File: src/design/psd_pkg.sv
// Shared constants for the point-to-segment distance pipeline.
package psd_pkg;

  localparam int unsigned CoordWidthDef = 16;
  localparam int unsigned TFracBitsDef  = 16;
  localparam int unsigned OutWidth      = 17;

endpackage

File: src/design/psd_divider.sv
// Pipelined restoring divider, one quotient bit per stage, clamps t to [0, 1].
module psd_divider import psd_pkg::*; #(
  parameter int unsigned CW = CoordWidthDef,
  parameter int unsigned T  = TFracBitsDef,
  parameter int unsigned SW = 8
) (
  input  logic          clk_i,
  input  logic          rst_ni,
  input  logic          en_i,
  input  logic          valid_i,
  input  logic [2*CW:0] len2_i,
  input  logic [2*CW:0] num_i,
  input  logic          zero_i,
  input  logic          one_i,
  input  logic [SW-1:0] side_i,
  output logic          valid_o,
  output logic [T:0]    t_o,
  output logic [SW-1:0] side_o
);

  localparam int unsigned LW = 2 * CW + 1;

  logic [LW-1:0] rem_q  [T+1];
  logic [LW-1:0] len2_q [T+1];
  logic [T-1:0]  quo_q  [T+1];
  logic          zero_q [T+1];
  logic          one_q  [T+1];
  logic [SW-1:0] side_q [T+1];
  logic [T:0]    v_q;

  always_comb begin
    rem_q[0]  = num_i;
    len2_q[0] = len2_i;
    quo_q[0]  = '0;
    zero_q[0] = zero_i;
    one_q[0]  = one_i;
    side_q[0] = side_i;
    v_q[0]    = valid_i;
  end

  for (genvar k = 0; k < T; k++) begin : g_step
    logic [LW:0] rem2;
    logic        ge;
    logic [LW:0] rem_sub;

    assign rem2    = {rem_q[k], 1'b0};
    assign ge      = rem2 >= {1'b0, len2_q[k]};
    assign rem_sub = rem2 - {1'b0, len2_q[k]};

    always_ff @(posedge clk_i or negedge rst_ni) begin
      if (!rst_ni) begin
        v_q[k+1] <= 1'b0;
      end else if (en_i) begin
        v_q[k+1] <= v_q[k];
      end
    end

    always_ff @(posedge clk_i) begin
      if (en_i) begin
        rem_q[k+1]  <= ge ? rem_sub[LW-1:0] : rem2[LW-1:0];
        quo_q[k+1]  <= {quo_q[k][T-2:0], ge};
        len2_q[k+1] <= len2_q[k];
        zero_q[k+1] <= zero_q[k];
        one_q[k+1]  <= one_q[k];
        side_q[k+1] <= side_q[k];
      end
    end
  end

  assign valid_o = v_q[T];
  assign side_o  = side_q[T];
  assign t_o     = zero_q[T] ? '0 :
                   one_q[T]  ? {1'b1, {T{1'b0}}} : {1'b0, quo_q[T]};

endmodule

File: config.mk
export PLATFORM = sky130hd
export DESIGN_NAME = psd_divider
export DESIGN_NICKNAME = d
export VERILOG_FILES = /design/src/design/psd_pkg.sv /design/src/design/psd_divider.sv
export SDC_FILE = /design/constraint.sdc
export NUM_CORES = 2
export LEC_CHECK = 0
export BUFFER_PORTS_ARGS = -buffer_cell sky130_fd_sc_hd__buf_2
export CAP_MARGIN = 20
export CORE_UTILIZATION = 65
export CTS_CLUSTER_SIZE = 28
export DETAILED_ROUTE_END_ITERATION = 7
export GPL_ROUTABILITY_DRIVEN = 0
export GPL_TIMING_DRIVEN = 0
export PLACE_DENSITY = 0.88
export SYNTH_ARGS = -nofsm -noshare
export SYNTH_HDL_FRONTEND = slang
export SYNTH_SLANG_ARGS = --single-unit
File: constraint.sdc
create_clock -name clk_i -period 9.2 [get_ports clk_i]
set_input_delay 1.84 -clock clk_i [delete_from_list [all_inputs] [get_ports clk_i]]
set_output_delay 1.84 -clock clk_i [all_outputs]
set_load 0.02 [all_outputs]
==> summary.md <==
| Metric | Value |
|---|---|
| Status | finished with violations |
| Failing checks | design-rule violations |
| Tot GR Track Use | between 20% and 30% |
| Fin area | around 80000 µm² |
| Initial antenna violation count | 1 |
| Setup bufs post-CTS | 0 |
| Synth Area in Compound Gates | 15.5% |
| Reg-to-reg slack, setup | around 4.3 ns |
| RSZ-0062 raised after global routing | false |
| CTS tree | built |
| Vias in the first global route | 53569 |
| DIE HEIGHT | between 300 and 400 µm |
| Post-synthesis simple-gate area fraction | under 10% |
| Cells after Synth | 6578 |
| PortBufs | between 100 and 150 |
| Asr flop ratio synth | around 1.2% |
| WL/cell | just under 20 µm |
| Peak Freq | between 200 and 250 MHz |
| H-tree depth | 4 |
| Die width | roughly 340 µm |
| CP max stage delay | roughly 1.2 ns |
| Pre-antenna DRT Iters | 8 |
| Max clock buf depth | 3 |
| Fin crit period | about 4.9 ns |
| # DRC | 4 |
| Syn Std Cell Area | about 74000 µm² |
| Cell chain of the critical path | ha_1, clkbuf_1, and4_1, nand3_1, nor4_1, nand2_1, o221ai_1, a21oi_1, o21ai_0, o31a_1, buf_2, buf_2, mux2_2 |
| Unique cell type count in the Yosys netlist | 95 |
| VDD IR max | approximately 240 µV |
| Leakage | ~33 nW |
| Core area | 112000 µm² |
| Total negative slack | 0 ns |
| Max-slew violations | 0 |
| Syn Nets | between 7000 and 8000 |
| Via-to-Cell Ratio | between 6 and 7 |
| Area Overhead vs Synth | 9.72% |
| Grt total ovfl | 0 |
| CP required | around 9.7 ns |
| Vias after detailed routing | approximately 53000 |
| Post-Synth Adder-Cell Area | around a tenth |
| Worst slew margin | between 10% and 20% |
| Number of synthesized flops with an enable pin | approximately 1300 |
| Setup violations, final | 0 |
| Layout cells sized above 1 | 8.94% |
| Dpl cell area | between 70000 and 80000 µm² |
| Max Cap Viol | 0 |
| I/O Pins | 106 |
| Post-synthesis mux area share | 3.55% |
| Mean area per synthesized cell | 11.2 µm² |
| Post-CTS Resized | 0 |
| Synth Area in XOR/XNOR | about 4.7% |
| DRT iter0 DRCs | 4414 |
| Global-route wire length before repair | roughly 260000 µm |
| Synth Register Bits | roughly 1300 |
| Die area | around 110000 µm² |
| Antenna viol nets, final | 0 |
| CTS Buf Count | around 140 |
| Crit-path slowest cell | nor4_1 |
| Fillers | 7131 |
| Largest family of logic cells by synthesized area | compound AO/OA/AOI/OAI gates |
| CTS clock-pin slew for the worst setup and hold paths | about 0.060 ns |
| Clock tree root buffer cell | clkbuf_16 |
| HP Class | flip-flop to flip-flop |
| YS warnings | 0 |
| Cts hold-fix bufs | 0 |
| Clk sinks | ~1300 |
| Initial core utilization | 65.5% |
| DRT Wirelength | about 160000 µm |
| CP Max Fanout | 10 |
| Clk_lat worst skew | slightly below 0.8 ns |
| Clock Skew | ~0.035 ns |
| DP Wirelength | 118000 µm |
| Register area share after synthesis | 52.9% |
| CP endpoint kind | flip-flop |
| Nets@finish | 7456 |
| Tcrit/Tclk final | 53.1% |
| Worst Path Arrival | 5.39 ns |
| Worst-Margin Slew | 1.26 ns |
| Post-synth top flop | edfxtp_1 |
| PD cells | about 350 nW/µm² |
| Crit path launch type | flip-flop |
| Endpoints failing hold | 0 |
| Most Frequent Cell on Critical Path | buf_2 |
| Largest net degree at the start of global routing | around 200 |
| Row Count | between 100 and 150 |
| Critical path class | flip-flop to flip-flop |
## cells in the final DEF (no fill, tap or decap), types with 18 or more instances in the layout
master,Yosys,final
a211o_1,18,18
a211oi_1,55,55
a21o_1,247,247
a21oi_1,556,556
a311oi_1,18,18
a31o_2,20,20
a31oi_1,73,73
and2_1,54,54
and3_1,50,50
and4_1,20,20
buf_2,42,146
clkbuf_1,132,158
clkbuf_16,0,142
clkinv_1,0,26
clkinv_2,0,20
edfxtp_1,1286,1286
ha_1,527,527
inv_1,663,663
mux2_1,27,27
mux2_2,158,158
mux2_4,26,26
nand2_1,450,450
nand2b_1,50,50
nand3_1,109,109
nand4_1,81,81
nor2_1,384,384
nor2b_1,72,72
nor3_1,99,99
o211ai_1,36,36
o21a_1,80,80
o21ai_0,382,382
o21bai_1,60,60
o31a_1,21,21
o31ai_1,43,43
or2_2,22,22
or3_1,30,30
xnor2_1,246,246
xor2_1,146,146
## final cells by class
cell class | instances | area, µm² | area share, %
multi-input cells | 4417 | 31300 | 38.7
diodes | 1 | 2.50 | 0.00309
flip-flops and latches | 1302 | 39000 | 48.2
clock inverters | 79 | 797 | 0.986
well taps | 1500 | 1880 | 2.32
clock buffers | 170 | 3680 | 4.55
plain buffers | 195 | 875 | 1.08
repair buffers | 116 | 806 | 0.996
inverters | 664 | 2490 | 3.08
## stage by stage
step	cells	total power [mW]	worst slack, ns	util [%]	hold WS [ns]
finish	8444	28.5	4.32	71.9	0.400
global route	8444	30.0	4.13	71.9	0.413
CTS	8441	28.1	4.42	71.9	0.404
detailed placement	8192	22.5	3.61	67.9	0.405
global placement	8183	22.1	-12.59	67.7	0.400
floorplan	6578	19.2	4.69	-	0.400
## final timing paths
kind	startpoint	end	depth (start not counted)
worst max-delay path	g_step[11].rem2[26]	g_step[12].rem2[28]	13
worst min-delay path	quo_q[149]	quo_q[134]	0
worst max register to register	g_step[11].rem2[26]	g_step[12].rem2[28]	13
worst min register to register	quo_q[149]	quo_q[134]	0
max in group asynchronous	rst_ni	v_q[1]	1
min in group asynchronous	rst_ni	v_q[10]	1
## cells by family (layout without fill, tap and decap cells)
family	Yosys count	after routing
AOI/OAI and AO/OA	1793	1793
other	0	1
xor gates and xnor gates	392	392
DFF	1302	1302
and+or+nand+nor	1465	1465
buffers and inverters	859	1224
muxes	225	225
adders and majority gates	542	542
## critical path: cells and delay by family, from the launching register on
| kind | cells | cell delay [ns] |
|---|---|---|
| AND/OR/NAND/NOR | 4 | 1.96 |
| multiplexers | 1 | 0.39 |
| buffers and inverters | 3 | 0.96 |
| flip-flops | 1 | 0.41 |
| adder cells (fa/ha/maj) | 1 | 0.29 |
| AO/OA/AOI/OAI | 4 | 0.61 |
## power breakdown
part	internal, mW	leakage, nW	switching [mW]
Sequential	8.72	12.8	0.750
Combinational	5.50	18.3	8.05
Clock	3.17	2.17	2.28
Total	17.4	33.3	11.1
## synth_stat cells (50+ instances only)
| master | n | area share (%) |
|---|---|---|
| mux2_2 | 158 | 2.4 |
| edfxtp_1 | 1286 | 52 |
| xnor2_1 | 246 | 2.9 |
| inv_1 | 663 | 3.4 |
| nand2b_1 | 50 | 0.42 |
| o21ai_0 | 382 | 2.6 |
| nand4_1 | 81 | 0.69 |
| clkbuf_1 | 132 | 0.67 |
| nor3_1 | 99 | 0.67 |
| a31oi_1 | 73 | 0.62 |
| o21a_1 | 80 | 0.81 |
| xor2_1 | 146 | 1.7 |
| ha_1 | 527 | 8.9 |
| nor2_1 | 384 | 2.0 |
| o21bai_1 | 60 | 0.61 |
| a21o_1 | 247 | 2.5 |
| and2_1 | 54 | 0.46 |
| a21oi_1 | 556 | 3.8 |
| nand2_1 | 450 | 2.3 |
| a211oi_1 | 55 | 0.56 |
| and3_1 | 50 | 0.42 |
| nor2b_1 | 72 | 0.61 |
| nand3_1 | 109 | 0.74 |
## routing by layer
metal	track usage (%)	routed length [µm]	part of all wire [%]	up-vias
li1	-	-	-	24707
met1	26.3	54000	33	24520
met2	53.3	85600	52	2571
met3	4.01	8570	5.3	886
met4	24.1	15000	9.2	0
met5	0.0417	0	0	-
## registers in the layout, indices dropped and copies added, names as in the netlist
| signal | cells |
|---|---|
| g_step.rem2 | 495 |
| len2_q | 495 |
| quo_q | 136 |
| side_q | 120 |
| one_q | 16 |
| zero_q | 16 |
| v_q | 15 |
| side_o | 8 |
| valid_o | 1 |
(Power assumes the default switching activity.)
