<file path="config.mk">
export PLATFORM = sky130hd
export DESIGN_NAME = psd_back
export DESIGN_NICKNAME = d
export VERILOG_FILES = /design/src/design/psd_pkg.sv /design/src/design/psd_back.sv
export SDC_FILE = /design/constraint.sdc
export NUM_CORES = 2
export LEC_CHECK = 0
export BUFFER_PORTS_ARGS = -buffer_cell sky130_fd_sc_hd__buf_2
export CELL_PAD_IN_SITES_DETAIL_PLACEMENT = 0
export CELL_PAD_IN_SITES_GLOBAL_PLACEMENT = 1
export CORE_MARGIN = 2
export CORE_UTILIZATION = 50
export CTS_CLUSTER_DIAMETER = 80
export CTS_CLUSTER_SIZE = 28
export DETAILED_ROUTE_END_ITERATION = 6
export GPL_TIMING_DRIVEN = 0
export PLACE_DENSITY = 0.81
export SLEW_MARGIN = 5
export SYNTH_ARGS = -nofsm -noshare
export SYNTH_HDL_FRONTEND = slang
export SYNTH_SLANG_ARGS = --single-unit
</file>
<file path="constraint.sdc">
create_clock -name clk_i -period 20.4 [get_ports clk_i]
set_clock_uncertainty 0.1 [all_clocks]
set_input_delay 4.08 -clock clk_i [delete_from_list [all_inputs] [get_ports clk_i]]
set_output_delay 4.08 -clock clk_i [all_outputs]
set_load 0.03 [all_outputs]
</file>
<file path="src/design/psd_pkg.sv">
// Shared constants for the point-to-segment distance pipeline.
package psd_pkg;

  localparam int unsigned CoordWidthDef = 16;
  localparam int unsigned TFracBitsDef  = 16;
  localparam int unsigned OutWidth      = 17;

endpackage

</file>
<file path="src/design/psd_back.sv">
// Back stages: projection offsets, error vector and squared distance.
module psd_back import psd_pkg::*; #(
  parameter int unsigned CW = CoordWidthDef,
  parameter int unsigned T  = TFracBitsDef
) (
  input  logic               clk_i,
  input  logic               rst_ni,
  input  logic               en_i,
  input  logic               valid_i,
  input  logic [T:0]         t_i,
  input  logic [CW-1:0]      dxm_i,
  input  logic [CW-1:0]      dym_i,
  input  logic               dxn_i,
  input  logic               dyn_i,
  input  logic signed [CW:0] rx_i,
  input  logic signed [CW:0] ry_i,
  output logic               valid_o,
  output logic [2*CW+2:0]    sq_o
);

  localparam int unsigned PW = CW + T + 1;
  localparam int unsigned RW = PW + 1;
  localparam int unsigned EW = CW + 2;
  localparam int unsigned MW = CW + 1;
  localparam int unsigned QW = 2 * CW + 2;
  localparam int unsigned SQW = 2 * CW + 3;

  logic [5:0] v_q;

  logic [PW-1:0] ox1_q, oy1_q;
  logic          dxn1_q, dyn1_q, dxn2_q, dyn2_q;
  logic signed [CW:0] rx1_q, ry1_q, rx2_q, ry2_q;
  logic [MW-1:0] om2x_q, om2y_q;
  logic signed [EW-1:0] ex3_q, ey3_q;
  logic [MW-1:0] exm4_q, eym4_q;
  logic [QW-1:0] sqx5_q, sqy5_q;

  logic signed [EW-1:0] rxe, rye, omxe, omye;
  logic [EW-1:0] exa, eya;

  logic [RW-1:0] halfc;
  assign halfc = RW'(1) << (T - 1);

  assign rxe  = EW'(rx2_q);
  assign rye  = EW'(ry2_q);
  assign omxe = EW'($signed({1'b0, om2x_q}));
  assign omye = EW'($signed({1'b0, om2y_q}));
  assign exa  = ex3_q[EW-1] ? EW'(-ex3_q) : EW'(ex3_q);
  assign eya  = ey3_q[EW-1] ? EW'(-ey3_q) : EW'(ey3_q);

  logic [RW-1:0] sumx, sumy;
  assign sumx = RW'(ox1_q) + halfc;
  assign sumy = RW'(oy1_q) + halfc;

  always_ff @(posedge clk_i or negedge rst_ni) begin
    if (!rst_ni) begin
      v_q <= '0;
    end else if (en_i) begin
      v_q <= {v_q[4:0], valid_i};
    end
  end

  always_ff @(posedge clk_i) begin
    if (en_i) begin
      ox1_q  <= PW'(dxm_i * t_i);
      oy1_q  <= PW'(dym_i * t_i);
      dxn1_q <= dxn_i;
      dyn1_q <= dyn_i;
      rx1_q  <= rx_i;
      ry1_q  <= ry_i;

      om2x_q <= MW'(sumx >> T);
      om2y_q <= MW'(sumy >> T);
      dxn2_q <= dxn1_q;
      dyn2_q <= dyn1_q;
      rx2_q  <= rx1_q;
      ry2_q  <= ry1_q;

      ex3_q  <= dxn2_q ? rxe + omxe : rxe - omxe;
      ey3_q  <= dyn2_q ? rye + omye : rye - omye;

      exm4_q <= exa[MW-1:0];
      eym4_q <= eya[MW-1:0];

      sqx5_q <= exm4_q * exm4_q;
      sqy5_q <= eym4_q * eym4_q;

      sq_o   <= SQW'(sqx5_q) + SQW'(sqy5_q);
    end
  end

  assign valid_o = v_q[5];

endmodule

</file>
==> run_results.csv <==
group,metric,value,unit
clocking,cts_made_buffers,22,
timing,final-max-slew-violation-count,0,
hold_path,hold_path.startpoint,"rx1_q[13]",
grt,globalRouteOverflowTotal,0,
floorplanning,die-width,312.0,microns
setup_path,worst_ep_required_time,20.64,ns
setup_path,crit_start,"t_i[0]",
timing,setup_violations,0,
drt,drt-initial-drc-count,1782,
yosys,cell_types_with_the_largest_area_share_after_synthesis,"sky130_fd_sc_hd__fa_1 (34%), sky130_fd_sc_hd__edfxtp_1 (20%), sky130_fd_sc_hd__ha_1 (13%)",
timing,max_freq,91.92,MHz
clocking,cts.htree.levels,1,
status,run_status,"completed",
yosys,synth_most_common_cell,"sky130_fd_sc_hd__inv_1",
floorplanning,dieHeight,312.0,microns
finish,fin_nets,6280,
setup_path,crit_path_end_kind,"flop",
floorplanning,core_area,93610,sq um
finish,drive_gt1_share,3.866,%
timing,worstMarginPinSlew,1.020,ns
yosys,syn-num-nets,6132,
place,place.detailed.hpwl,87750,microns
setup_path,critPathMaxFanout,10,
grt,antenna_found_initial,8,
floorplanning,initial_core_utilization,50.68,%
yosys,synth.yosys.warnings,0,
yosys,synth_seq_cells,319,
finish,fillers,8547,
hold_path,whs_path_depth,0,
yosys,synth_ff_type,"sky130_fd_sc_hd__edfxtp_1",
floorplanning,design.portCount,125,
grt,grt_first_pass_wirelength,176100,microns
clocking,post-cts-setup-buffer-count,0,
yosys,synth_async_sr_flop_share,1.881,%
finish,synthToLayoutAreaGrowth,6.530,%
timing,finalHoldViolCount,0,
clocking,cts_num_sinks,319,
grt,number_of_global_route_vias_before_repair,33926,
run,number_of_violations_of_the_max_capacitance_limit,0,
clocking,worst_setup_hold_path_clk_slew,0.10,ns
place,place_congestion,0.9034,
place,port-buffer-count,122,
yosys,synth.avg_cell_area,9.983,sq um
hold_path,hold_path.class,"reg -> reg",
yosys,synth_enable_flop_cells,313,
floorplanning,die_area,97360,sq um
grt,grtUsageTotal,22.74,%
drt,drt_pre_antenna_iters,5,
timing,min_period_over_period,53.33,%
timing,post-route-min-period,10.88,ns
setup_path,worst-r2r-cell-count,23,
drt,detailroute.via_count,31809,
yosys,synthCells,4752,
timing,timing.max_slew.rel_slack,31.99,%
setup_path,regToRegStartpoint,"eym4_q[7]",
clocking,post_cts_resized,0,
clocking,holdBufCountCts,0,
setup_path,worstPathArrival,11.12,ns
drt,wl,106200,microns
clocking,clockRootBuffer,"sky130_fd_sc_hd__clkbuf_16",
drt,ant_nets,0,
drt,drc,0,
yosys,syn_area,47440,sq um
yosys,synth-seq-area-share,20.13,%
clocking,cts_buffer_depth,3,
drt,avgViaCountPerCell,5.155,
yosys,synthDominantAreaCellType,"sky130_fd_sc_hd__fa_1",
drt,route.detailed.wl_per_inst,17.22,microns
clocking,clk_latency,0.57,ns
floorplanning,row_count,112,
yosys,post-synth-top-area-fraction,33.67,%
grt,pin_count_of_the_biggest_net_entering_global_routing,115,
setup_path,crit_path_start_kind,"input pin",
timing,rsz_0062_raised_after_global_routing,"false",
yosys,yosysUniqueCellTypes,62,
setup_path,path_class,"in -> reg",
timing,timing.setup.tns,0,ns
clocking,cts_tree,"yes",
yosys,synthTopCellsByCount,"sky130_fd_sc_hd__inv_1 (1073), sky130_fd_sc_hd__fa_1 (798), sky130_fd_sc_hd__nand2_1 (532)",
[metal layers]
metal / share of wire, % / global-route usage [%] / routed length [microns] / vias up
li1: - / - / - / 15019
met1: 43 / 30.30 / 45800 / 15898
met2: 48 / 38.56 / 51140 / 699
met3: 5.1 / 2.840 / 5388 / 185
met4: 3.6 / 7.747 / 3869 / 8
met5: 0.043 / 0 / 46 / -
[critical path: stages]
cell                        delay, ns
sky130_fd_sc_hd__buf_2           0.14
sky130_fd_sc_hd__clkbuf_1        0.39
sky130_fd_sc_hd__clkbuf_1        0.57
sky130_fd_sc_hd__nand2_1         0.14
sky130_fd_sc_hd__fa_1            0.49
sky130_fd_sc_hd__fa_1            0.50
sky130_fd_sc_hd__inv_1           0.05
sky130_fd_sc_hd__fa_1            0.57
sky130_fd_sc_hd__fa_1            0.46
sky130_fd_sc_hd__fa_1            0.50
sky130_fd_sc_hd__inv_1           0.05
sky130_fd_sc_hd__fa_1            0.48
sky130_fd_sc_hd__inv_1           0.04
sky130_fd_sc_hd__ha_1            0.35
sky130_fd_sc_hd__nand2_1         0.07
sky130_fd_sc_hd__a21oi_1         0.16
sky130_fd_sc_hd__and2_1          0.16
sky130_fd_sc_hd__nor4b_1         0.56
sky130_fd_sc_hd__o2111ai_1       0.27
sky130_fd_sc_hd__a21boi_0        0.33
sky130_fd_sc_hd__o21ai_0         0.18
sky130_fd_sc_hd__mux2i_1         0.14
sky130_fd_sc_hd__a2111oi_0       0.41
[logic make-up after synthesis]
| group | Yosys count | share of synthesized area [%] |
|---|---|---|
| simple gates | 1238 | 12.77 |
| fa+ha+maj | 1291 | 46.68 |
| mux | 12 | 0.2796 |
| xor+xnor | 259 | 4.782 |
| compound gates | 423 | 5.789 |
| buf+inv | 1210 | 9.574 |
| flops | 319 | 20.13 |
[final timing paths]
check                                  end  slack, ns
max in group asynchronous           v_q[1]      16.85
worst max-delay path             oy1_q[26]       9.52
worst max register to register  sqy5_q[30]      12.69
min in group asynchronous           v_q[5]       3.22
worst min register to register   rx2_q[13]       0.32
worst min-delay path             rx2_q[13]       0.32
[sequential cells by signal, indices dropped and copies added, names as in the netlist]
register  cells
rx2_q        17
ox1_q        18
eym4_q       17
exm4_q       17
v_q           6
sq_o         35
om2y_q       17
om2x_q       17
rx1_q        17
dxn1_q        1
ry2_q        17
dyn1_q        1
ey3_q        18
ry1_q        17
sqy5_q       33
dxn2_q        1
sqx5_q       33
ex3_q        18
dyn2_q        1
oy1_q        18
[layout make-up]
cell class	instances	area (sq um)	share of cell area [%]
flip-flops and latches	319	9549	18.89
well taps	1254	1569	3.105
inverters	1073	4028	7.969
diodes	2	5.005	0.009903
clock buffers	26	596.8	1.181
repair buffers	124	675.6	1.337
plain buffers	137	514.2	1.018
multi-input cells	3223	33350	65.99
clock inverters	13	251.5	0.4976
[metrics by stage]
| stage | instances | hold WS [ns] | worst slack (ns) | cell area [sq um] | util [%] |
|---|---|---|---|---|---|
| after floorplan | 4752 | 0.3003 | 10.41 | 47440 | - |
| after global placement | 6128 | 0.3017 | 9.014 | 49620 | 53.01 |
| after detailed placement | 6130 | 0.3045 | 9.084 | 49690 | 53.08 |
| after CTS | 6169 | 0.3284 | 9.580 | 50530 | 53.98 |
| after global routing | 6169 | 0.3382 | 9.024 | 50530 | 53.98 |
| final | 6171 | 0.3242 | 9.521 | 50540 | 53.99 |
[cell usage in the layout, fill, tap and decap left out, types with 70 or more instances in the layout]
cell type	n
sky130_fd_sc_hd__a21oi_1	138
sky130_fd_sc_hd__edfxtp_1	313
sky130_fd_sc_hd__nand2_1	532
sky130_fd_sc_hd__xnor2_1	189
sky130_fd_sc_hd__and2_1	372
sky130_fd_sc_hd__inv_1	1073
sky130_fd_sc_hd__nor2_1	130
sky130_fd_sc_hd__clkbuf_1	139
sky130_fd_sc_hd__xor2_1	70
sky130_fd_sc_hd__a21o_1	76
sky130_fd_sc_hd__fa_1	798
sky130_fd_sc_hd__buf_2	121
sky130_fd_sc_hd__ha_1	493
Power is left out: the tool's default activity adds up to more than one toggle a clock period on the data nets, which glitch-free logic cannot reach.
