$ cat src/design/psd_pkg.sv
// Shared constants for the point-to-segment distance pipeline.
package psd_pkg;

  localparam int unsigned CoordWidthDef = 16;
  localparam int unsigned TFracBitsDef  = 16;
  localparam int unsigned OutWidth      = 17;

endpackage

$ cat src/design/psd_front.sv
// Front stages: differences, magnitudes, products, sums and projection flags.
module psd_front import psd_pkg::*; #(
  parameter int unsigned CW = CoordWidthDef
) (
  input  logic                clk_i,
  input  logic                rst_ni,
  input  logic                en_i,
  input  logic                valid_i,
  input  logic signed [CW-1:0] sx_i,
  input  logic signed [CW-1:0] sy_i,
  input  logic signed [CW-1:0] ex_i,
  input  logic signed [CW-1:0] ey_i,
  input  logic signed [CW-1:0] px_i,
  input  logic signed [CW-1:0] py_i,
  output logic                valid_o,
  output logic [2*CW:0]       len2_o,
  output logic [2*CW:0]       num_o,
  output logic                zero_o,
  output logic                one_o,
  output logic [CW-1:0]       dxm_o,
  output logic [CW-1:0]       dym_o,
  output logic                dxn_o,
  output logic                dyn_o,
  output logic signed [CW:0]  rx_o,
  output logic signed [CW:0]  ry_o
);

  localparam int unsigned W1 = CW + 1;
  localparam int unsigned PW = 2 * CW;
  localparam int unsigned LW = 2 * CW + 1;

  logic [3:0] v_q;

  // stage 1: differences
  logic signed [CW:0] dx1_q, dy1_q, rx1_q, ry1_q;
  // stage 2: magnitudes and signs
  logic [CW-1:0] dxm2_q, dym2_q, rxm2_q, rym2_q;
  logic          dxn2_q, dyn2_q, sgx2_q, sgy2_q;
  logic signed [CW:0] rx2_q, ry2_q;
  // stage 3: products
  logic [PW-1:0] pdx3_q, pdy3_q, prx3_q, pry3_q;
  logic          dxn3_q, dyn3_q, sgx3_q, sgy3_q;
  logic [CW-1:0] dxm3_q, dym3_q;
  logic signed [CW:0] rx3_q, ry3_q;
  // stage 4: sums
  logic [LW-1:0] len24_q, pos4_q, neg4_q;
  logic          dxn4_q, dyn4_q;
  logic [CW-1:0] dxm4_q, dym4_q;
  logic signed [CW:0] rx4_q, ry4_q;
  // stage 5: outputs
  logic          v5_q;

  logic [W1-1:0] dxa, dya, rxa, rya;
  logic [LW-1:0] pos_d, neg_d, nsub;

  assign dxa = dx1_q[CW] ? W1'(-dx1_q) : W1'(dx1_q);
  assign dya = dy1_q[CW] ? W1'(-dy1_q) : W1'(dy1_q);
  assign rxa = rx1_q[CW] ? W1'(-rx1_q) : W1'(rx1_q);
  assign rya = ry1_q[CW] ? W1'(-ry1_q) : W1'(ry1_q);

  assign pos_d = (sgx3_q ? LW'(0) : LW'(prx3_q)) + (sgy3_q ? LW'(0) : LW'(pry3_q));
  assign neg_d = (sgx3_q ? LW'(prx3_q) : LW'(0)) + (sgy3_q ? LW'(pry3_q) : LW'(0));
  assign nsub  = pos4_q - neg4_q;

  always_ff @(posedge clk_i or negedge rst_ni) begin
    if (!rst_ni) begin
      v_q  <= '0;
      v5_q <= 1'b0;
    end else if (en_i) begin
      v_q  <= {v_q[2:0], valid_i};
      v5_q <= v_q[3];
    end
  end

  always_ff @(posedge clk_i) begin
    if (en_i) begin
      dx1_q  <= {ex_i[CW-1], ex_i} - {sx_i[CW-1], sx_i};
      dy1_q  <= {ey_i[CW-1], ey_i} - {sy_i[CW-1], sy_i};
      rx1_q  <= {px_i[CW-1], px_i} - {sx_i[CW-1], sx_i};
      ry1_q  <= {py_i[CW-1], py_i} - {sy_i[CW-1], sy_i};

      dxm2_q <= dxa[CW-1:0];
      dym2_q <= dya[CW-1:0];
      rxm2_q <= rxa[CW-1:0];
      rym2_q <= rya[CW-1:0];
      dxn2_q <= dx1_q[CW];
      dyn2_q <= dy1_q[CW];
      sgx2_q <= rx1_q[CW] ^ dx1_q[CW];
      sgy2_q <= ry1_q[CW] ^ dy1_q[CW];
      rx2_q  <= rx1_q;
      ry2_q  <= ry1_q;

      pdx3_q <= dxm2_q * dxm2_q;
      pdy3_q <= dym2_q * dym2_q;
      prx3_q <= rxm2_q * dxm2_q;
      pry3_q <= rym2_q * dym2_q;
      dxn3_q <= dxn2_q;
      dyn3_q <= dyn2_q;
      sgx3_q <= sgx2_q;
      sgy3_q <= sgy2_q;
      dxm3_q <= dxm2_q;
      dym3_q <= dym2_q;
      rx3_q  <= rx2_q;
      ry3_q  <= ry2_q;

      len24_q <= LW'(pdx3_q) + LW'(pdy3_q);
      pos4_q  <= pos_d;
      neg4_q  <= neg_d;
      dxn4_q  <= dxn3_q;
      dyn4_q  <= dyn3_q;
      dxm4_q  <= dxm3_q;
      dym4_q  <= dym3_q;
      rx4_q   <= rx3_q;
      ry4_q   <= ry3_q;

      len2_o <= len24_q;
      num_o  <= nsub;
      zero_o <= (len24_q == '0) || (pos4_q <= neg4_q);
      one_o  <= (len24_q != '0) && (pos4_q > neg4_q) && (nsub >= len24_q);
      dxm_o  <= dxm4_q;
      dym_o  <= dym4_q;
      dxn_o  <= dxn4_q;
      dyn_o  <= dyn4_q;
      rx_o   <= rx4_q;
      ry_o   <= ry4_q;
    end
  end

  assign valid_o = v5_q;

endmodule

$ cat config.mk
export PLATFORM = sky130hd
export DESIGN_NAME = psd_front
export DESIGN_NICKNAME = d
export VERILOG_FILES = /design/src/design/psd_pkg.sv /design/src/design/psd_front.sv
export SDC_FILE = /design/constraint.sdc
export NUM_CORES = 2
export LEC_CHECK = 0
export ABC_CLOCK_PERIOD_IN_PS = 14600
export BUFFER_PORTS_ARGS = -buffer_cell sky130_fd_sc_hd__buf_2
export CAP_MARGIN = 20
export CORE_ASPECT_RATIO = 0.6
export CORE_UTILIZATION = 50
export CTS_CLUSTER_DIAMETER = 100
export DETAILED_ROUTE_END_ITERATION = 10
export HOLD_SLACK_MARGIN = 0.06
export PLACE_DENSITY = 0.77
export SLEW_MARGIN = 20
export SYNTH_ARGS = -nofsm -noshare
export SYNTH_HDL_FRONTEND = slang
export SYNTH_SLANG_ARGS = --single-unit
$ cat constraint.sdc
create_clock -name clk_i -period 14.6 [get_ports clk_i]
set_input_delay 1.46 -clock clk_i [delete_from_list [all_inputs] [get_ports clk_i]]
set_output_delay 1.46 -clock clk_i [all_outputs]
set_load 0.1 [all_outputs]
==> flow_summary_export.csv <==
group,metric,value,unit
worst_hold_path,hold_depth,0,
sta,slew_violations,0,
logic_synthesis,synth_seq_area_share,31.7,%
clock_network,postCtsSetupRepairBufs,0,
global_route,grtUsageTotal,24.5,%
routing,viasPerCell,5.50,
critical_path,required,15.01,ns
global_route,grt_pass1_wl,245000,µm
logic_synthesis,syn_area_per_cell,10.5,µm²
routing,drt-wirelength-per-cell,19.3,µm
critical_path,crit_type,"reg2reg",
clock_network,cts_buffers,69,
outcome,status,"completed",
floorplan,coreArea,125000,µm²
sta,fin_crit_sh,48.8,%
placed_design,routabilityCongestion,0.966,
sta,finalClockSkew,0.0279,ns
sta,finalSetupTns,0,ns
sta,setup_viol,0,
clock_network,cts-htree-levels,3,
logic_synthesis,ys_ff_latch,670,
sta,slew_headroom,29.6,%
logic_synthesis,netlist_top_cells_area,"edfxtp_1, fa_1, ha_1",
layout,drive_above_1_share,6.97,%
sta,max_slew.worst_pin.slew,1.06,ns
routing,antenna_left,0,
routing,dr.pass1.iters,6,
critical_path,r2r_cells,23,
run,drv_cap,0,
placed_design,io_buffers,236,
logic_synthesis,synthCells,6045,
clock_network,cts_buffer_depth,3,
sta,period_needed,7.13,ns
layout,nets,7673,
logic_synthesis,ys_warn_count,0,
floorplan,dieWidth,462,µm
routing,drt_iter0_markers,4315,
logic_synthesis,yosysTopAreaCell,"edfxtp_1",
critical_path,arrival,7.54,ns
layout,final_core_util,55.0,%
floorplan,die_y,278,µm
sta,fmaxAchievable,0.140,GHz
clock_network,cts.sink_count,670,
logic_synthesis,synth_edf_count,665,
worst_hold_path,hp-class,"reg2reg",
logic_synthesis,synth_nets,7503,
layout,areaGrowthSynthToFinish,8.33,%
routing,wl,154000,µm
placed_design,dp.final_hpwl,118000,µm
floorplan,die-area,128000,µm²
global_route,grt_remaining_overflow,0,
floorplan,io-pin-count,237,
critical_path,crit_fanout,17,
critical_path,end_kind,"flip-flop",
global_route,grt_max_degree,182,
routing,drc,0,
logic_synthesis,synth.top_cell.area_share,31.5,%
critical_path,setup.worst_path.start_class,"flip-flop",
clock_network,worstSkewPairLatency,0.68,ns
sta,rsz0062_at_grt,"no",
logic_synthesis,syn-cell-area,63500,µm²
global_route,grt_pass1_vias,44079,
clock_network,ctsResizeCount,0,
sta,final_hold_viol_count,0,
clock_network,cts_tree,"done",
global_route,grt_antenna_before_repair,2,
layout,fillers,10517,
logic_synthesis,async_reset_ff_share,0.746,%
clock_network,root_buffer,"clkbuf_16",
layout,antenna_cells,0,
routing,via_count,43748,
floorplan,start_util,50.8,%
clock_network,hold_buffers,0,
logic_synthesis,synth_cell_types,82,
floorplan,rows,100,
sta,holdWs,0.404,ns
logic_synthesis,ys.flop_type,"edfxtp_1",
clock_network,cts.clk_slew.worst_paths,0.07,ns
## through the flow
| stage | std cells | setup WS, ns | cell area (µm²) |
|---|---|---|---|
| after floorplan | 6045 | 8.30 | 63500 |
| after global placement | 7827 | 7.84 | 66400 |
| after detailed placement | 7827 | 7.62 | 66400 |
| after CTS | 7951 | 7.54 | 68700 |
| after global routing | 7951 | 7.21 | 68700 |
| final | 7951 | 7.47 | 68700 |
## critical path, cell delays in order, from the launching register on
cell	delay, ns
edfxtp_1	0.77
buf_4	0.38
inv_1	0.13
fa_1	0.54
inv_1	0.05
fa_1	0.50
inv_1	0.06
fa_1	0.52
inv_1	0.05
fa_1	0.46
fa_1	0.49
inv_1	0.05
fa_1	0.47
inv_1	0.04
ha_1	0.37
a21o_1	0.21
a21oi_1	0.25
o21ai_0	0.16
nor3_1	0.16
a21oi_1	0.16
a221oi_1	0.54
o21bai_1	0.14
a21oi_1	0.22
xnor2_1	0.10
## state kept, by name, summed over array words and instances (netlist names), 31 cells and up
signal and count:
len2_o 33, pdy3_q 31, len24_q 33, pdx3_q 31, pry3_q 32, pos4_q 33, prx3_q 32, num_o 33
neg4_q 33
## kinds of logic (layout without fill, tap and decap cells)
family / Yosys count / after routing / share of synthesized area (%)
mux: 8 / 8 / 0.140
compound gates: 816 / 816 / 8.47
buf+inv: 1303 / 1526 / 7.71
flops: 670 / 670 / 31.7
xor+xnor: 338 / 338 / 4.66
fa+ha+maj: 1358 / 1358 / 35.3
simple gates: 1552 / 1552 / 12.1
## final timing paths
check                                         start              endpoint  slack [ns]
worst max-delay path            dym2_q[7]$_DFFE_PP_  pdy3_q[29]$_DFFE_PP_        7.47
worst min-delay path            dym3_q[9]$_DFFE_PP_   dym4_q[9]$_DFFE_PP_        0.40
worst max register to register  dym2_q[7]$_DFFE_PP_  pdy3_q[29]$_DFFE_PP_        7.47
worst min register to register  dym3_q[9]$_DFFE_PP_   dym4_q[9]$_DFFE_PP_        0.40
max in group asynchronous                    rst_ni    v_q[2]$_DFFE_PN0P_       13.88
min in group asynchronous                    rst_ni    v_q[1]$_DFFE_PN0P_        0.60
## cell type report
class / instances / area, µm² / share of cell area [%]
repair buffers: 276 / 1530 / 2.22
clock buffers: 78 / 1780 / 2.59
multi-input cells: 4072 / 38500 / 56.0
well taps: 1683 / 2110 / 3.06
flip-flops and latches: 670 / 20100 / 29.2
inverters: 1126 / 4230 / 6.15
clock inverters: 46 / 538 / 0.783
## synth_stat cells (104+ instances only)
library cell	number
a21o_1	125
a21oi_1	234
and2_1	389
clkbuf_1	175
edfxtp_1	665
fa_1	719
ha_1	639
inv_1	1126
nand2_1	587
nor2_1	203
nor2b_1	104
o21ai_0	160
xnor2_1	242
## routing by layer
layer / wire, µm / track usage, % / part of all wire (%) / vias to the layer above
li1: - / - / - / 20085
met3: 16800 / 6.00 / 11 / 188
met4: 2430 / 4.51 / 1.6 / 0
met2: 61900 / 33.9 / 40 / 1895
met1: 72400 / 38.5 / 47 / 21580
met5: 0 / 0 / 0 / -
## cell usage in the layout (no fill, tap or decap), types with 160 or more instances in the layout
master and n:
a21oi_1 234, and2_1 389, buf_2 235, edfxtp_1 665, fa_1 719, ha_1 639, inv_1 1126, nand2_1 587
nor2_1 203, o21ai_0 160, xnor2_1 242
Power is left out: the tool's default activity adds up to more than one toggle a clock period on the data nets, which glitch-free logic cannot reach.
