## config.mk

```make
export PLATFORM = sky130hd
export DESIGN_NAME = psd_sqrt
export DESIGN_NICKNAME = d
export VERILOG_FILES = /design/src/design/psd_pkg.sv /design/src/design/psd_sqrt.sv
export SDC_FILE = /design/constraint.sdc
export NUM_CORES = 1
export LEC_CHECK = 0
export ABC_AREA = 1
export BUFFER_PORTS_ARGS = -buffer_cell sky130_fd_sc_hd__buf_2
export CORE_MARGIN = 1.5
export CORE_UTILIZATION = 40
export CTS_CLUSTER_DIAMETER = 200
export DETAILED_ROUTE_END_ITERATION = 12
export SLEW_MARGIN = 0
export SYNTH_ARGS = -nofsm -noshare
export SYNTH_HDL_FRONTEND = slang
export SYNTH_SLANG_ARGS = --single-unit
```

## constraint.sdc

```tcl
create_clock -name clk_i -period 2.7 [get_ports clk_i]
set_input_delay 0.54 -clock clk_i [delete_from_list [all_inputs] [get_ports clk_i]]
set_output_delay 0.54 -clock clk_i [all_outputs]
set_load 0.01 [all_outputs]
```

## src/design/psd_pkg.sv

```systemverilog
// Shared constants for the point-to-segment distance pipeline.
package psd_pkg;

  localparam int unsigned CoordWidthDef = 16;
  localparam int unsigned TFracBitsDef  = 16;
  localparam int unsigned OutWidth      = 17;

endpackage

```

## src/design/psd_sqrt.sv

```systemverilog
// Pipelined restoring integer square root, one root bit per stage.
module psd_sqrt import psd_pkg::*; #(
  parameter int unsigned CW = CoordWidthDef
) (
  input  logic            clk_i,
  input  logic            rst_ni,
  input  logic            en_i,
  input  logic            valid_i,
  input  logic [2*CW+2:0] sq_i,
  output logic            valid_o,
  output logic [CW+1:0]   root_o
);

  localparam int unsigned R  = CW + 2;
  localparam int unsigned NW = 2 * R;

  logic [NW-1:0] num_q  [R+1];
  logic [R+1:0]  rem_q  [R+1];
  logic [R-1:0]  root_q [R+1];
  logic [R:0]    v_q;

  always_comb begin
    num_q[0]  = NW'(sq_i);
    rem_q[0]  = '0;
    root_q[0] = '0;
    v_q[0]    = valid_i;
  end

  for (genvar k = 0; k < R; k++) begin : g_step
    logic [R+1:0] rem_sh, trial, rem_sub;
    logic         ge;

    assign rem_sh  = {rem_q[k][R-1:0], num_q[k][NW-1:NW-2]};
    assign trial   = {root_q[k], 2'b01};
    assign ge      = rem_sh >= trial;
    assign rem_sub = rem_sh - trial;

    always_ff @(posedge clk_i or negedge rst_ni) begin
      if (!rst_ni) begin
        v_q[k+1] <= 1'b0;
      end else if (en_i) begin
        v_q[k+1] <= v_q[k];
      end
    end

    always_ff @(posedge clk_i) begin
      if (en_i) begin
        rem_q[k+1]  <= ge ? rem_sub : rem_sh;
        root_q[k+1] <= {root_q[k][R-2:0], ge};
        num_q[k+1]  <= {num_q[k][NW-3:0], 2'b00};
      end
    end
  end

  assign valid_o = v_q[R];
  assign root_o  = root_q[R];

endmodule

```

==> metrics, run 1 <==
status finished clean; CTS HTree Levels 3; clk root buf clkbuf_16; Setup Crit Path Kind reg2reg; P per Cell Area 751 mW/mm²; Max-Slew Margin vs Limit 0.638; Slowest Stage Delay on Critical Path around 0.44 ns; height of the chip roughly 320 µm; Layout area overhead 12.6%; WL per Instance 15.2 µm; Total Die Area 0.100 mm²; Crit path required time 3.06 ns; Worst path slowest cell edfxtp_1; largest family of logic cells by synthesized area simple AND/OR/NAND/NOR gates; Initial DRT Pass Iterations 5; crit path DAT 2.79 ns; Tcrit/Tclk final 0.900; mux share of post-synthesis cell area 0; via density per instance 4.79; CTS sink count 777; gr ovfl total 0; TritonCTS clock tree done; Final ANT Viol Nets 0; vias in the first global route 25100; Seq pwr share 0.468; commonest cells after routing, fill and taps aside 1097 x nand2_1, 759 x edfxtp_1, 557 x inv_1, 308 x nor2_1, 217 x nand3_1; Clock Tree Buf Depth 3; First DRT Iteration DRCs 1720; setup tns final 0 ns; overall global routing resource usage 0.168; hpwl dp 63500 µm; synthesized area around 0.04 mm²; clock share of power 0.348; number of diodes 0; Worst Hold Class in2reg; RSZ-0062 raised after global routing no; first-pass GRT wire length 133000 µm; sw frac 0.281; Yosys reg bits 777; Post-Syn Nets 4162; Max-Cap Viols 0; Async SR Flop Fraction 0.0232; Skew-Pair Late Insertion Delay 0.66 ns; post-route insts no fill 5442; fin crit period around 2.4 ns; number of flops mapped to enable cells by yosys 759; max frequency 411 MHz; worst slew pin tran roughly 0.54 ns; Fillers a little over 9000; Crit path buffers/inverters 2; routability cong. 0.890; final worst slack 0.269 ns; Main synth FF type edfxtp_1; Multi-input gate area 0.0137 mm²; Slew Limit Fails 0; Setup crit end kind register; final hold viol count 0; worst-path cell chain inv_1, ha_1, a21oi_1, o21ai_0, a21oi_2, nand3_2, inv_2, o21ai_0; Total Routed Length 83000 µm; Reg area 0.0232 mm²; P_int 23900 µW; register-to-register path setup slack 0.27 ns; # port buffers 57; Seq/Total Area, Yosys 0.590; Synth cell types 55; clock-pin slew on the worst setup and hold paths 0.06 ns; final instance area 0.0444 mm²; most common cell after layout, fill and taps aside nand2_1; CP Max Fanout 21; largest net degree at the start of global routing 76; syn_area_per_cell 10.0 µm²; nets 4327; vias 26100; post-synthesis xor/xnor area fraction 0.0266; Post-DP Area 0.0415 mm²; Worst Skew 0.0240 ns; Residual DRC 0; combinational group share of total power 0.183; Num CTS Buffers 87; fraction of layout cells with a size suffix above 1 0.0951; Static Leakage 0.0191 µW; initial core utilization 0.406; top cell family by delay on the critical path compound AO/OA/AOI/OAI gates; core area just under 0.1 mm²; net switching power about 9400 µW; Post-Syn Instances 3934; Post-Synth Adder-Cell Area 0.0600; Startpoint Class register; Synth Area in Compound Gates 0.0612; Synth Area in Simple Gates 0.199; initial antenna violation count 0; Worst path most repeated cell o21ai_0; postcts setup bufs 0; synthesis warning total 0; Site Rows 114; final setup violation count 0; VDD IR max 0.000600 V; pre-CTS WS roughly 0.27 ns; placed cells 5285; DIE WIDTH ~320 µm; I/O pin count 58
## synthesized netlist by cell type (29+ instances only)
| master | count | area (µm²) |
|---|---|---|
| nand3b_1 | 46 | 345 |
| o21ai_1 | 33 | 165 |
| ha_1 | 189 | 2360 |
| edfxtp_1 | 759 | 22800 |
| xnor2_1 | 52 | 455 |
| nor3_1 | 29 | 145 |
| a21oi_1 | 172 | 861 |
| xor2_1 | 66 | 578 |
| nand3_1 | 217 | 1090 |
| nor2_1 | 308 | 1160 |
| o21ai_0 | 93 | 465 |
| o21ai_2 | 37 | 324 |
| inv_1 | 557 | 2090 |
| nand2_1 | 1097 | 4120 |
| nand4_1 | 46 | 288 |
| a21oi_2 | 40 | 350 |
## power groups by stage
| stage | Sequential [µW] | Combinational [µW] | Clock [µW] |
|---|---|---|---|
| 3_5_place_dp | 15900 | 6090 | 0 |
| 5_1_grt | 15700 | 7000 | 12500 |
| 4_1_cts | 15600 | 6130 | 12000 |
| 6_report | 15600 | 6100 | 11600 |
| 2_1_floorplan | 15500 | 4490 | 0 |
| 3_3_place_gp | 15900 | 6070 | 0 |
## metrics by stage
step,utilization,power [µW],hold slack (ns)
2_1_floorplan,-,20000,0.244
3_3_place_gp,0.428,21900,0.400
3_5_place_dp,0.428,22000,0.405
4_1_cts,0.457,33800,0.000592
5_1_grt,0.457,35200,0.00861
6_report,0.457,33300,0.0539
## path summary, 6_finish.rpt
kind                                     from              endpoint  cells past startpoint
setup / recovery           g_step[9].trial[9]  g_step[10].rem_sh[9]                      8
hold / removal                       sq_i[31]            num_q[645]                      1
setup reg to reg           g_step[9].trial[9]  g_step[10].rem_sh[9]                      8
hold reg to reg                    num_q[348]            num_q[314]                      0
max in group asynchronous              rst_ni                v_q[3]                      2
min in group asynchronous              rst_ni               v_q[11]                      2
## kinds of logic after synthesis
| group | Yosys count |
|---|---|
| AOI/OAI and AO/OA | 405 |
| adders and majority gates | 189 |
| DFF | 777 |
| other | 1 |
| buffers and inverters | 612 |
| xor gates and xnor gates | 119 |
| and+or+nand+nor | 1831 |
## timing repair
item                      in CTS  in global routing
hold buffers                   1                  0
gates resized for setup        0                  0
hold endpoints to repair      18                  0
## registers in the layout, indices dropped and copies added, names as in the netlist
signal	count
num_q	272
valid_o	1
g_step.rem_sh	316
v_q	17
g_step.trial	153
root_o	18
## worst reg2reg max path, cell delays in order, from the launching register on
cell      delay [ns]
edfxtp_1        0.44
inv_1           0.07
ha_1            0.36
a21oi_1         0.20
o21ai_0         0.12
a21oi_2         0.17
nand3_2         0.21
inv_2           0.36
o21ai_0         0.22
## cell type report
cell class | instances | share of cell area
clock buffers | 104 | 0.0515
repair buffers | 107 | 0.0191
flip-flops and latches | 777 | 0.524
multi-input cells | 2545 | 0.308
well taps | 1276 | 0.0360
inverters | 581 | 0.0496
clock inverters | 52 | 0.0122
## layer usage
metal  part of all wire  up-vias  global-route usage
li1                   -    13500                   -
met1               0.47    12000               0.228
met2               0.46      501               0.275
met3              0.043      139              0.0275
met4              0.027        0              0.0523
met5                  0        -                   0
Power figures use the tool's default switching activity.
==> run 2: changes to the inputs <==
--- a/config.mk
+++ b/config.mk
@@ -8,7 +8,7 @@
 export ABC_AREA = 1
 export BUFFER_PORTS_ARGS = -buffer_cell sky130_fd_sc_hd__buf_2
 export CORE_MARGIN = 1.5
-export CORE_UTILIZATION = 40
+export CORE_UTILIZATION = 27
 export CTS_CLUSTER_DIAMETER = 200
 export DETAILED_ROUTE_END_ITERATION = 12
 export SLEW_MARGIN = 0
==> run 2 against run 1 <==
Net effect:
- final cell count rose by 12%
- worst hold slack better by 0.24 ns
- global-route usage is 5.6 points lower
- clock-buffer cell count up 3
- flip-flop and latch count unchanged
- wire length grew 0.87%
- maximum frequency shrank 2.0%
- setup slack worse by 0.049 ns
- core utilization decreased by 14 points
==> metrics, run 2 (synthesis gave the netlist of run 1 again) <==
Residual DRC 0; net switching power 9740 µW; initial core utilization 0.271; Setup Crit Path Kind reg2reg; Site Rows 140; Tcrit/Tclk final 0.918; max reg flops 316; Setup crit end kind register; Crit path buffers/inverters 1; CTS sink count 777; hpwl dp 62900 µm; pre-CTS WS roughly 0.24 ns; routability cong. 0.899; P per Cell Area 738 mW/mm²; VDD IR max approximately 0.00047 V; commonest cells after routing, fill and taps aside 1097 x nand2_1, 759 x edfxtp_1, 557 x inv_1, 308 x nor2_1, 217 x nand3_1; most common cell after layout, fill and taps aside nand2_1; Post-DP Area 0.0422 mm²; combinational group share of total power 0.183; clock-pin slew on the worst setup and hold paths around 0.060 ns; final hold viol count 0; I/O pin count 58; postcts setup bufs 0; hold_buf cts 37; Slew Limit Fails 0; # port buffers 57; CP Max Fanout 21; first-pass GRT wire length 133000 µm; Total Routed Length roughly 84000 µm; Worst path slowest cell edfxtp_1; Max-Cap Viols 0; gr ovfl total 0; CTS-repair resized insts 0; vias 26100; Initial DRT Pass Iterations 7; worst-path cell chain ha_1, a21oi_1, nand2_1, a21oi_2, nand3_2, inv_2, o21ai_0; fin crit period 2.48 ns; DIE WIDTH 385 µm; largest net degree at the start of global routing 99; Final ANT Viol Nets 0; Startpoint Class register; overall global routing resource usage 0.112; clock share of power 0.353; final worst slack roughly 0.22 ns; Seq pwr share 0.464; RSZ-0062 raised after global routing no; via density per instance around 4.3; Num CTS Buffers 87; height of the chip between 300 and 400 µm; WL per Instance 13.7 µm; Layout area overhead 15.5%; core area 0.145 mm²; Static Leakage 0.0192 µW; Worst Skew between 0.04 and 0.05 ns; initial antenna violation count 1; Total Die Area roughly 0.15 mm²; Clock Tree Buf Depth 3; max frequency 403 MHz; status finished clean; First DRT Iteration DRCs between 1000 and 1500; CTS HTree Levels 3; number of diodes 0; Slowest Stage Delay on Critical Path 0.40 ns; Crit path required time 3.09 ns; TritonCTS clock tree done; final instance area about 0.046 mm²; P_int 23800 µW; final setup violation count 0; fraction of layout cells with a size suffix above 1 0.0952; top cell family by delay on the critical path compound AO/OA/AOI/OAI gates; Skew-Pair Late Insertion Delay a little over 0.7 ns; nets 4354; worst slew pin tran 0.560 ns; clk root buf clkbuf_16; vias in the first global route 25900; Max-Slew Margin vs Limit 0.626; sw frac 0.290; Worst Hold Class in2async; setup tns final 0 ns; crit path DAT 2.87 ns
==> run 2: cell types whose count changed in the layout (fill, tap and decap cells not counted), moves of 2 or more <==
cell and change:
clkbuf_1 +3, clkinvlp_4 +5, clkinv_16 +4, buf_12 -3, clkinv_1 -9, clkinv_2 +5
inv_6 +3, dlygate4sd3_1 +36, buf_4 -6, bufinv_16 -2
==> run 2: area by class of cell <==
cell class                      instances  area [µm²]
Clock buffer                          107        2280
Fill cell                           14800       99700
Sequential cell                       777       23200
Multi-Input combinational cell       2545       13700
Inverter                              581        2200
Timing Repair Buffer                  134        1100
Clock inverter                         56         616
Tap cell                             1917        2400
==> run 2: power by group through the flow <==
stage | Sequential, µW | Clock [µW] | Combinational (µW)
after floorplan | 15500 | 0 | 4490
after global placement | 15800 | 0 | 6060
after detailed placement | 15800 | 0 | 6110
after CTS | 15600 | 12300 | 6190
after global routing | 15700 | 12700 | 7010
final | 15600 | 11800 | 6140
==> run 2: worst paths after layout <==
check	endpoint	depth (start not counted)	slack (ns)	start
worst max-delay path	g_step[10].rem_sh[9]	7	0.22	g_step[9].rem_sh[7]
worst min-delay path	v_q[16]	2	0.30	rst_ni
worst max register to register	g_step[10].rem_sh[9]	7	0.22	g_step[9].rem_sh[7]
worst min register to register	num_q[412]	0	0.39	num_q[446]
max in group asynchronous	v_q[3]	2	2.12	rst_ni
min in group clk_i	num_q[313]	1	0.30	en_i
==> run 2: per-layer routing <==
metal  track usage  routed length [µm]  vias to the layer above
met5             0                   0                        -
met4        0.0443                2700                        0
met2         0.199               41500                      444
li1              -                   -                    13500
met1         0.133               36200                    12000
met3        0.0211                3330                      162
==> run 2: metrics by stage <==
| stage | cells | utilization | power [µW] | hold WS (ns) |
|---|---|---|---|---|
| after floorplan | 3934 | - | 20000 | 0.244 |
| after global placement | 5917 | 0.291 | 21900 | 0.400 |
| after detailed placement | 5917 | 0.291 | 21900 | 0.405 |
| after CTS | 6117 | 0.313 | 34100 | 0.245 |
| after global routing | 6117 | 0.313 | 35400 | 0.277 |
| final | 6117 | 0.313 | 33600 | 0.296 |
